**src/hw/rtl/sae_pkg.sv**
```systemverilog
// shared types, constants and helpers for the stack alu core
// no dependencies; all rtl files but sae_ram refer to it by scoped names
`default_nettype none

package sae_pkg;

  localparam int STACK_DEPTH = 64;
  localparam int DATA_W      = 32;
  localparam int CNT_W       = $clog2(STACK_DEPTH + 1);
  localparam int ADDR_W      = $clog2(STACK_DEPTH);
  localparam int DIV_CNT_W   = $clog2(DATA_W);
  localparam int OPC_W       = 3;
  localparam int STAT_W      = 3;
  localparam int DEPTH_W     = 7;

  localparam logic [OPC_W-1:0] OP_PUSH = 3'd0;
  localparam logic [OPC_W-1:0] OP_ADD  = 3'd1;
  localparam logic [OPC_W-1:0] OP_SUB  = 3'd2;
  localparam logic [OPC_W-1:0] OP_MUL  = 3'd3;
  localparam logic [OPC_W-1:0] OP_DIV  = 3'd4;
  localparam logic [OPC_W-1:0] OP_MOD  = 3'd5;

  localparam logic [STAT_W-1:0] ST_OK      = 3'd0;
  localparam logic [STAT_W-1:0] ST_EMPTY   = 3'd1;
  localparam logic [STAT_W-1:0] ST_DIVZERO = 3'd2;
  localparam logic [STAT_W-1:0] ST_UNKNOWN = 3'd3;
  localparam logic [STAT_W-1:0] ST_FULL    = 3'd4;

  typedef struct packed {
    logic [OPC_W-1:0]         opcode;
    logic signed [DATA_W-1:0] push_value;
  } in_item_t;

  typedef struct packed {
    logic signed [DATA_W-1:0] top_value;
    logic [STAT_W-1:0]        status;
    logic [DEPTH_W-1:0]       depth;
  } out_item_t;

  typedef enum logic [1:0] {
    S_IDLE,
    S_OPER,
    S_DIV,
    S_REFILL
  } state_t;

  typedef struct packed {
    logic              start;
    logic [DATA_W-1:0] dividend;
    logic [DATA_W-1:0] divisor;
  } div_req_t;

  typedef struct packed {
    logic              done;
    logic [DATA_W-1:0] quotient;
    logic [DATA_W-1:0] remainder;
  } div_rsp_t;

  function automatic logic [DATA_W-1:0] magnitude(input logic [DATA_W-1:0] v);
    magnitude = v[DATA_W-1] ? (DATA_W'(0) - v) : v;
  endfunction

endpackage

`default_nettype wire

```
**src/hw/rtl/stack_alu_with_errors_core.sv**
```systemverilog
// top level of the stack alu core: control sequencer, stack ram and divider
// depends on sae_pkg, sae_ram and sae_div
`default_nettype none

// Forth-style data stack with an integer alu. The stack lives in a synchronous
// ram, and the top element is also held in a register. Push, unknown opcodes
// and underflow finish in the cycle they are accepted; add, subtract and
// multiply pass through S_OPER (one stack ram read of the next element);
// divide by zero ends in S_OPER, or in S_REFILL when a new top must be read;
// divide and modulo wait in S_DIV for the divider, making one quotient bit
// per cycle. One item is worked on at a time. The result sits in an output
// register, and a new item is taken as soon as that register is free or its
// transfer happens in the same cycle. No clearing pass follows reset.

module stack_alu_with_errors_core (
  input  wire logic               clk,
  input  wire logic               rst_n,
  input  wire logic               in_valid,
  output logic                    in_stall,
  input  wire sae_pkg::in_item_t  in_data,
  output logic                    out_valid,
  input  wire logic               out_stall,
  output sae_pkg::out_item_t      out_data
);

  sae_pkg::state_t                 state_r, state_nxt;
  logic [sae_pkg::CNT_W-1:0]       count_r, count_nxt;
  logic [sae_pkg::DATA_W-1:0]      top_r, top_nxt;
  logic [sae_pkg::OPC_W-1:0]       op_r;
  logic                            aneg_r, bneg_r;
  logic                            out_valid_r, out_valid_nxt;
  sae_pkg::out_item_t              out_data_r, out_data_nxt;

  logic                            accept;
  logic                            out_free;
  logic                            load;
  logic [sae_pkg::STAT_W-1:0]      status_v;
  logic [sae_pkg::DATA_W-1:0]      result_v;
  logic [sae_pkg::CNT_W-1:0]       cnt_m1, cnt_m2, cnt_m3;

  logic                            ram_we;
  logic [sae_pkg::ADDR_W-1:0]      ram_waddr, ram_raddr;
  logic [sae_pkg::DATA_W-1:0]      ram_wdata, ram_rdata;

  sae_pkg::div_req_t               div_req;
  sae_pkg::div_rsp_t               div_rsp;

  assign out_free = !out_valid_r || !out_stall;
  assign in_stall = (state_r != sae_pkg::S_IDLE) || !out_free;
  assign accept   = in_valid && !in_stall;

  assign cnt_m1 = count_r - sae_pkg::CNT_W'(1);
  assign cnt_m2 = count_r - sae_pkg::CNT_W'(2);
  assign cnt_m3 = count_r - sae_pkg::CNT_W'(3);

  sae_ram #(
    .WIDTH (sae_pkg::DATA_W),
    .DEPTH (sae_pkg::STACK_DEPTH)
  ) u_stack_ram (
    .clk   (clk),
    .we    (ram_we),
    .waddr (ram_waddr),
    .wdata (ram_wdata),
    .raddr (ram_raddr),
    .rdata (ram_rdata)
  );

  sae_div u_div (
    .clk   (clk),
    .rst_n (rst_n),
    .req   (div_req),
    .rsp   (div_rsp)
  );

  // next state
  always_comb begin
    state_nxt = state_r;
    case (state_r)
      sae_pkg::S_IDLE: begin
        if (accept && in_data.opcode >= sae_pkg::OP_ADD &&
            in_data.opcode <= sae_pkg::OP_MOD && count_r >= sae_pkg::CNT_W'(2)) begin
          state_nxt = sae_pkg::S_OPER;
        end
      end
      sae_pkg::S_OPER: begin
        if (op_r == sae_pkg::OP_DIV || op_r == sae_pkg::OP_MOD) begin
          if (top_r == '0) begin
            state_nxt = (count_r >= sae_pkg::CNT_W'(3)) ? sae_pkg::S_REFILL
                                                        : sae_pkg::S_IDLE;
          end else begin
            state_nxt = sae_pkg::S_DIV;
          end
        end else begin
          state_nxt = sae_pkg::S_IDLE;
        end
      end
      sae_pkg::S_DIV: begin
        if (div_rsp.done) begin
          state_nxt = sae_pkg::S_IDLE;
        end
      end
      sae_pkg::S_REFILL: begin
        state_nxt = sae_pkg::S_IDLE;
      end
      default: begin
        state_nxt = sae_pkg::S_IDLE;
      end
    endcase
  end

  // datapath and outputs
  always_comb begin
    count_nxt        = count_r;
    top_nxt          = top_r;
    ram_we           = 1'b0;
    ram_waddr        = cnt_m2[sae_pkg::ADDR_W-1:0];
    ram_wdata        = top_r;
    ram_raddr        = cnt_m2[sae_pkg::ADDR_W-1:0];
    load             = 1'b0;
    status_v         = sae_pkg::ST_OK;
    result_v         = '0;
    div_req.start    = 1'b0;
    div_req.dividend = sae_pkg::magnitude(ram_rdata);
    div_req.divisor  = sae_pkg::magnitude(top_r);
    case (state_r)
      sae_pkg::S_IDLE: begin
        if (accept) begin
          case (in_data.opcode)
            sae_pkg::OP_PUSH: begin
              load = 1'b1;
              if (count_r == sae_pkg::CNT_W'(sae_pkg::STACK_DEPTH)) begin
                status_v = sae_pkg::ST_FULL;
              end else begin
                ram_we    = 1'b1;
                ram_waddr = count_r[sae_pkg::ADDR_W-1:0];
                ram_wdata = in_data.push_value;
                top_nxt   = in_data.push_value;
                count_nxt = count_r + sae_pkg::CNT_W'(1);
              end
            end
            sae_pkg::OP_ADD, sae_pkg::OP_SUB, sae_pkg::OP_MUL,
            sae_pkg::OP_DIV, sae_pkg::OP_MOD: begin
              if (count_r == '0) begin
                load     = 1'b1;
                status_v = sae_pkg::ST_EMPTY;
              end else if (count_r == sae_pkg::CNT_W'(1)) begin
                load      = 1'b1;
                status_v  = sae_pkg::ST_EMPTY;
                count_nxt = '0;
                top_nxt   = '0;
              end
            end
            default: begin
              load     = 1'b1;
              status_v = sae_pkg::ST_UNKNOWN;
            end
          endcase
        end
      end
      sae_pkg::S_OPER: begin
        case (op_r)
          sae_pkg::OP_ADD, sae_pkg::OP_SUB, sae_pkg::OP_MUL: begin
            if (op_r == sae_pkg::OP_ADD) begin
              result_v = ram_rdata + top_r;
            end else if (op_r == sae_pkg::OP_SUB) begin
              result_v = ram_rdata - top_r;
            end else begin
              result_v = sae_pkg::DATA_W'(ram_rdata * top_r);
            end
            ram_we    = 1'b1;
            ram_wdata = result_v;
            top_nxt   = result_v;
            count_nxt = cnt_m1;
            load      = 1'b1;
          end
          default: begin
            if (top_r == '0) begin
              count_nxt = cnt_m2;
              status_v  = sae_pkg::ST_DIVZERO;
              if (count_r >= sae_pkg::CNT_W'(3)) begin
                ram_raddr = cnt_m3[sae_pkg::ADDR_W-1:0];
              end else begin
                top_nxt = '0;
                load    = 1'b1;
              end
            end else begin
              div_req.start = 1'b1;
            end
          end
        endcase
      end
      sae_pkg::S_DIV: begin
        if (div_rsp.done) begin
          if (op_r == sae_pkg::OP_DIV) begin
            result_v = (aneg_r != bneg_r) ? (sae_pkg::DATA_W'(0) - div_rsp.quotient)
                                          : div_rsp.quotient;
          end else begin
            result_v = bneg_r ? (sae_pkg::DATA_W'(0) - div_rsp.remainder)
                              : div_rsp.remainder;
          end
          ram_we    = 1'b1;
          ram_wdata = result_v;
          top_nxt   = result_v;
          count_nxt = cnt_m1;
          load      = 1'b1;
        end
      end
      sae_pkg::S_REFILL: begin
        top_nxt  = ram_rdata;
        status_v = sae_pkg::ST_DIVZERO;
        load     = 1'b1;
      end
      default: begin
        load = 1'b0;
      end
    endcase
    out_valid_nxt          = load || (out_valid_r && out_stall);
    out_data_nxt           = out_data_r;
    if (load) begin
      out_data_nxt.top_value = top_nxt;
      out_data_nxt.status    = status_v;
      out_data_nxt.depth     = sae_pkg::DEPTH_W'(count_nxt);
    end
  end

  always_ff @(posedge clk) begin
    if (!rst_n) begin
      state_r     <= sae_pkg::S_IDLE;
      count_r     <= '0;
      top_r       <= '0;
      out_valid_r <= 1'b0;
    end else begin
      state_r     <= state_nxt;
      count_r     <= count_nxt;
      top_r       <= top_nxt;
      out_valid_r <= out_valid_nxt;
    end
  end

  always_ff @(posedge clk) begin
    out_data_r <= out_data_nxt;
    if (accept) begin
      op_r <= in_data.opcode;
    end
    if (state_r == sae_pkg::S_OPER) begin
      aneg_r <= top_r[sae_pkg::DATA_W-1];
      bneg_r <= ram_rdata[sae_pkg::DATA_W-1];
    end
  end

  assign out_valid = out_valid_r;
  assign out_data  = out_data_r;

endmodule

`default_nettype wire

```
**src/hw/rtl/sae_ram.sv**
```systemverilog
// generic single-write, single-read synchronous ram with registered read data
// no dependencies
`default_nettype none

module sae_ram #(
  parameter int WIDTH = 32,
  parameter int DEPTH = 64
) (
  input  wire logic                     clk,
  input  wire logic                     we,
  input  wire logic [$clog2(DEPTH)-1:0] waddr,
  input  wire logic [WIDTH-1:0]         wdata,
  input  wire logic [$clog2(DEPTH)-1:0] raddr,
  output logic      [WIDTH-1:0]         rdata
);

  logic [WIDTH-1:0] mem [DEPTH];

  always_ff @(posedge clk) begin
    if (we) begin
      mem[waddr] <= wdata;
    end
    rdata <= mem[raddr];
  end

endmodule

`default_nettype wire

```
**src/hw/rtl/sae_div.sv**
```systemverilog
// iterative unsigned restoring divider, one quotient bit per cycle
// depends on sae_pkg for widths and the request/response structs
`default_nettype none

module sae_div (
  input  wire logic              clk,
  input  wire logic              rst_n,
  input  wire sae_pkg::div_req_t req,
  output sae_pkg::div_rsp_t      rsp
);

  logic [sae_pkg::DATA_W-1:0]    rem_r;
  logic [sae_pkg::DATA_W-1:0]    quo_r;
  logic [sae_pkg::DATA_W-1:0]    dvs_r;
  logic [sae_pkg::DIV_CNT_W-1:0] cnt_r;
  logic                          busy_r;
  logic                          done_r;
  logic [sae_pkg::DATA_W:0]      shifted;
  logic [sae_pkg::DATA_W:0]      diff;

  assign shifted = {rem_r, quo_r[sae_pkg::DATA_W-1]};
  assign diff    = shifted - {1'b0, dvs_r};

  always_ff @(posedge clk) begin
    if (!rst_n) begin
      busy_r <= 1'b0;
      done_r <= 1'b0;
      cnt_r  <= '0;
    end else begin
      done_r <= 1'b0;
      if (req.start) begin
        busy_r <= 1'b1;
        cnt_r  <= '0;
      end else if (busy_r) begin
        if (cnt_r == sae_pkg::DIV_CNT_W'(sae_pkg::DATA_W - 1)) begin
          busy_r <= 1'b0;
          done_r <= 1'b1;
        end
        cnt_r <= cnt_r + sae_pkg::DIV_CNT_W'(1);
      end
    end
  end

  always_ff @(posedge clk) begin
    if (req.start) begin
      rem_r <= '0;
      quo_r <= req.dividend;
      dvs_r <= req.divisor;
    end else if (busy_r) begin
      rem_r <= diff[sae_pkg::DATA_W] ? shifted[sae_pkg::DATA_W-1:0]
                                     : diff[sae_pkg::DATA_W-1:0];
      quo_r <= {quo_r[sae_pkg::DATA_W-2:0], ~diff[sae_pkg::DATA_W]};
    end
  end

  assign rsp.done      = done_r;
  assign rsp.quotient  = quo_r;
  assign rsp.remainder = rem_r;

endmodule

`default_nettype wire

```
**config.mk**
```make
export PLATFORM = sky130hd
export DESIGN_NAME = stack_alu_with_errors_core
export DESIGN_NICKNAME = d
export VERILOG_FILES = /design/src/hw/rtl/sae_pkg.sv /design/src/hw/rtl/stack_alu_with_errors_core.sv /design/src/hw/rtl/sae_ram.sv /design/src/hw/rtl/sae_div.sv
export SDC_FILE = /design/constraint.sdc
export NUM_CORES = 2
export LEC_CHECK = 0
export ABC_AREA = 1
export BUFFER_PORTS_ARGS = -buffer_cell sky130_fd_sc_hd__buf_2
export CORE_MARGIN = 2
export CORE_UTILIZATION = 30
export CTS_BUF_LIST = sky130_fd_sc_hd__clkbuf_4
export CTS_CLUSTER_SIZE = 14
export DETAILED_ROUTE_END_ITERATION = 10
export PLACE_DENSITY = 0.55
export SKIP_CTS_REPAIR_TIMING = 1
export SLEW_MARGIN = 10
export SYNTH_ARGS = -nofsm -noshare
export SYNTH_HDL_FRONTEND = slang
export SYNTH_SLANG_ARGS = --single-unit
```
**constraint.sdc**
```tcl
create_clock -name clk -period 11.2 [get_ports clk]
set_clock_uncertainty 0.2 [all_clocks]
set_input_delay 2.24 -clock clk [delete_from_list [all_inputs] [get_ports clk]]
set_output_delay 2.24 -clock clk [all_outputs]
set_load 0.01 [all_outputs]
```
# Yosys cells after proc, flatten, opt, wreduce, memory -nomap -nowiden
# Memories as Yosys holds them, arrays and structs flattened. A register that Yosys moved wholly into a read port is not among the register bits.
# Cells that the tools add are included.
# word_totals
out_inout_bits	44
ramBits	2048
elab_cells	159
reg_bits	192
n_memories	1
# op_classes
n_eq_ne	19
order_cmp	4
n_reduce_logical	24
n_addsub	12
n_mux	78
bitwise_logic	3
multipliers	1
# memory_table
memory	words	width	read_ports	rd_ports_with_merged_regs	wr	line	rtl
u_stack_ram.mem	64	32	1	1	1	sae_ram.sv:17	logic [WIDTH-1:0] mem [DEPTH];
# op_table
operator	count
$mux W32	20
$pmux W32 S4	1
$sub A1 B32 Y32 const A	4
$pmux W32 S3	1
$pmux W32 S2	1
$mux W7	7
$mux W6	8
$sub A33 B32 Y33	1
$add A32 B32 Y32	1
$logic_not A32 Y1	1
$mul A32 B32 Y32	1
$sub A32 B32 Y32	1
$mux W31	1
$mux W1	23
$pmux W7 S3	1
$ge A7 B2 Y1 const B	2
$mux W2	7
$pmux W7 S2	1
$eq A3 B2 Y1 const B	4
$eq A3 B3 Y1 const B	4
$pmux W3 S3	1
$pmux W2 S4	1
$add A7 B1 Y7 const B	1
$eq A7 B1 Y1 const B	1
other kinds (30)	47

# Longest topological paths before layout
# logic_depth
ltp_word	11
depth_mapped	41

# By module
# Synthesis repeated with hierarchy kept, for this count alone.
# hier_totals
hier_cells	12392
hier_area_um2	120101.4
# by_module_without_submodules
mod	instances	area_each_um2	seq_area_each_um2	cells_per_inst
sae_ram	1	82785.6	62139.6	6785
stack_alu_with_errors_core	1	30442.9	2252.2	4576
sae_div	1	6872.8	2702.6	1031

# Least setup slack after synthesis
# OpenSTA, ideal clock, no wires.
# synth_timing
path_kind	register to register
from	register top_r[3] in the netlist's numbering
to	memory u_stack_ram.mem[0][26] (data pin)
arrival_ns	7.528
path_slack_ns	2.865
setup_ns	0.607
stages_incl_launch_ff	34
cell_sequence	dfxtp_1 > clkbuf_1 > clkbuf_1 > nand2_1 > inv_1 > fa_1 > inv_1 > fa_1 > fa_1 > fa_1 > inv_1 > fa_1 > inv_1 > fa_1 > inv_1 > fa_1 > fa_1 > ha_1 > nand2_1 > inv_1 > nand2_1 > nor2_1 > nand4_1 > nand3_1 > nand3_1 > nand2_1 > nand2_1 > nand2_1 > xnor2_1 > nand2_1 > nand3_1 > nand3_1 > a21oi_1 > o211ai_1
# synth_via
elab_chain_cells	5
elab_cells_between_ends	7
cone_classes	add/sub (2); mul (1); mux (4)
# synth_rtl
element	line	rtl
start: declaration	stack_alu_with_errors_core.sv:28	logic [sae_pkg::DATA_W-1:0] top_r, top_nxt;
start signal: assignment	stack_alu_with_errors_core.sv:235	top_r <= top_nxt;
$mul A32 B32 Y32 / $sub A32 B32 Y32 (equally long branches)	stack_alu_with_errors_core.sv:168, stack_alu_with_errors_core.sv:166	
$mux W32	stack_alu_with_errors_core.sv:165	end else if (op_r == sae_pkg::OP_SUB) begin
$mux W32 *	stack_alu_with_errors_core.sv:163	if (op_r == sae_pkg::OP_ADD) begin
$mux W32 *	stack_alu_with_errors_core.sv:161	case (op_r)
$pmux W32 S3 *	stack_alu_with_errors_core.sv:125	case (state_r)
named net ram_wdata (one bit)	stack_alu_with_errors_core.sv:43	logic [sae_pkg::DATA_W-1:0] ram_wdata, ram_rdata;
end: declaration	sae_ram.sv:17	
# Mark *: on every way through the listed nets, which the timed path passes. The rest lies on a longest branch.

# Worst setup path in the final report
# layout_timing
from	register u_stack_ram.rdata[9] (read register of u_stack_ram.mem)
to	memory u_stack_ram.mem[52][14] (data pin)
# layout_via
elab_chain_cells	5
elab_cells_between_ends	7
cone_classes	add/sub (2); mul (1); mux (4)
# layout_rtl
element	line	rtl
start: declaration	sae_ram.sv:14	output logic [WIDTH-1:0] rdata
$mul A32 B32 Y32 / $sub A32 B32 Y32 (equally long branches)	stack_alu_with_errors_core.sv:168, stack_alu_with_errors_core.sv:166	
$mux W32	stack_alu_with_errors_core.sv:165	
$mux W32 *	stack_alu_with_errors_core.sv:163	
$mux W32 *	stack_alu_with_errors_core.sv:161	
$pmux W32 S3 *	stack_alu_with_errors_core.sv:125	
named net ram_wdata (one bit)	stack_alu_with_errors_core.sv:43	
# Marked as above.

==> out/metrics.yaml <==
grt_pass1_vias: 92300
yosysMostFrequentCell: "nand2_1"
drive_above_1_share_pct: 11.1
max_freq_mhz: 104
clk_pin_slew_ps: 60
seq_area_frac_synth_pct: 53.7
layout_setup_ws_ps: 1540
vias: 96500
synth_area_leaders: "edfxtp_1, nand2_1, nand3_1"
root_buffer: "clkbuf_4"
rows: 236
cts_made_buffers: 620
core_mm2: 0.414
cts_tree: "yes"
synthAdderAreaFrac_pct: 8.90
hold_slack_ps: 273
die_w_um: 649
slew_violations: 0
synth_xor_area_share_pct: 1.14
synth_cell_types: 65
synth_edf_count: 2159
grt_usage_pct: 20.4
yosys-top-cells-count: "nand2_1, edfxtp_1, nand3_1"
synth-seq-cells: 2272
cts.sinks: 2272
place_inst: 18000
cp.required_ps: 12100
grt_setup_unrepaired: "false"
postRouteAntennaNets: 0
syn_inst: 13000
hp-class: "register to register"
async_flop_share_pct: 0
path_class: "register to register"
final-instance-count-excl-fill: 19100
ys_warn_count: 0
synth_area_leader_cell: "edfxtp_1"
synth_mux_area_share_pct: 0.00902
antenna_found_initial: 33
synth_area_per_cell_um2: 9.60
numPortBuffers: 82
syn2layout_area_growth_pct: 11.8
drc: 0
wl_per_cell_um: 23.2
pin_count: 83
syn_nets: 13700
dp_hpwl_mm: 267
yosysTopAreaCellShare_pct: 51.9
die_area_mm2: 0.421
synth_top_family_by_area: "simple AND/OR/NAND/NOR gates"
die_y_um: 649
h-tree-depth: 6
p_per_area_mw_per_mm2: 265
num-nets-final: 13900
via_per_inst: 5.05
gp_congestion: 0.935
leakage_nw: 57.8
grt_remaining_overflow: 0
yosys_most_used_dff: "edfxtp_1"
grt_max_degree: 195
pre_cts_slack_ps: 1860
cap_violations: 0
crit_fanout: 33
final_util_pct: 33.7
crit_path_end_kind: "register"
synth_compound_area_share_pct: 4.96
ir_drop_uv: 230
status: "complete, no violations"
insertion_delay_ps: 1530
start_util_pct: 30.2
finalSetupViolations: 0
worst_setup_path_start_kind: "register"
syn_area_mm2: 0.125
drtPass1Iterations: 9
hold_violations: 0
finalCritPeriodShare_pct: 86.2
wl_mm: 443
period_needed_ps: 9660
clockBufferDepth: 4
setup_tns_ps: 0
synth-simple-area-share_pct: 22.8
grt_pass1_wl_mm: 643
worst_slew_pin_slew_ps: 1330
slew_headroom_pct: 10.4
crit_arrival_ps: 10560
drt_iter0_drc: 10600
## power breakdown
| part | internal, mW | total (mW) | switching (mW) | leakage, nW |
|---|---|---|---|---|
| clock network | 4.03 | 7.67 | 3.65 | 4.72 |
| logic | 4.58 | 17.8 | 13.2 | 32.2 |
| registers | 10.9 | 11.5 | 0.614 | 20.8 |
| total | 19.5 | 37.0 | 17.5 | 57.8 |
## worst paths after layout
path                                                 to            startpoint  slack, ps  depth (start not counted)
worst max-delay path            u_stack_ram.mem[52][14]  u_stack_ram.rdata[9]       1540                         27
worst min-delay path                     u_div.cnt_r[4]        u_div.cnt_r[4]        270                          2
worst max register to register  u_stack_ram.mem[52][14]  u_stack_ram.rdata[9]       1540                         27
worst min register to register           u_div.cnt_r[4]        u_div.cnt_r[4]        270                          2
## critical path: stages, from the launching register on
cell	delay [ps]
dfxtp_1	870
buf_4	450
nand2_1	90
inv_1	90
fa_1	410
inv_1	80
fa_1	430
fa_1	510
fa_1	570
inv_1	50
ha_1	270
ha_1	290
fa_1	500
fa_1	420
ha_1	330
inv_1	100
o21ai_0	140
a21oi_1	180
inv_1	60
a21oi_1	270
o21ai_0	220
o21ai_0	130
nand2_1	70
nand3_1	180
nand3_1	120
nor3_1	1020
inv_2	710
buf_4	470
## metal layers
layer | vias to the layer above | track usage (%) | share of wire (%)
met5 | - | 0 | 0.036
met4 | 26 | 7.97 | 4.0
met3 | 820 | 3.73 | 8.2
met2 | 4223 | 32.3 | 46
met1 | 47200 | 27.5 | 42
li1 | 44200 | - | -
## kinds of logic (layout without fill, tap and decap cells)
logic type | count (synthesis) | in the layout
xor+xnor | 163 | 163
fa+ha+maj | 642 | 642
compound gates | 1014 | 1014
other cells | 0 | 18
simple gates | 6241 | 6241
buf+inv | 2669 | 3288
flops | 2272 | 2272
mux | 1 | 1
## layout by cell type (no fill, tap or decap), types with 33 or more instances in the layout
master	instances
ha_1	231
a21oi_1	257
o211ai_1	258
inv_1	1811
xnor2_1	40
edfxtp_1	2159
o221ai_1	33
nor2_1	310
clkinv_1	91
inv_2	40
nand3_1	2080
nor2_4	69
fa_1	411
nand3b_1	515
nor3_1	68
buf_4	261
o21ai_0	320
buf_2	82
dfxtp_1	111
clkbuf_4	922
nand4_1	62
nand2_1	3066
xor2_1	123
## cell type report
class	count	area (um^2)
clock buffer	922	6920
multi-input combinational	8061	47800
fill	42200	274000
tap	5474	6850
clock inverter	137	970
sequential	2272	67100
inverter	1862	7020
antenna	18	45.0
timing repair buffer	367	2850
## through the flow
step	instance area [um^2]	power, mW
3_3_place_gp	132000	29.3
2_1_floorplan	125000	21.8
5_1_grt	140000	39.1
3_5_place_dp	132000	29.3
4_1_cts	140000	37.1
6_report	140000	37.0
## registers in the layout, summed over array words and instances (netlist names), 2 cells and up
register / cells
top_r: 32
u_stack_ram.rdata: 32
u_div.quo_r: 32
op_r: 3
u_div.dvs_r: 32
u_stack_ram.mem: 2048
out_data: 42
u_div.cnt_r: 5
state_r: 2
u_div.rem_r: 32
count_r: 7
Power figures use the tool's default switching activity.
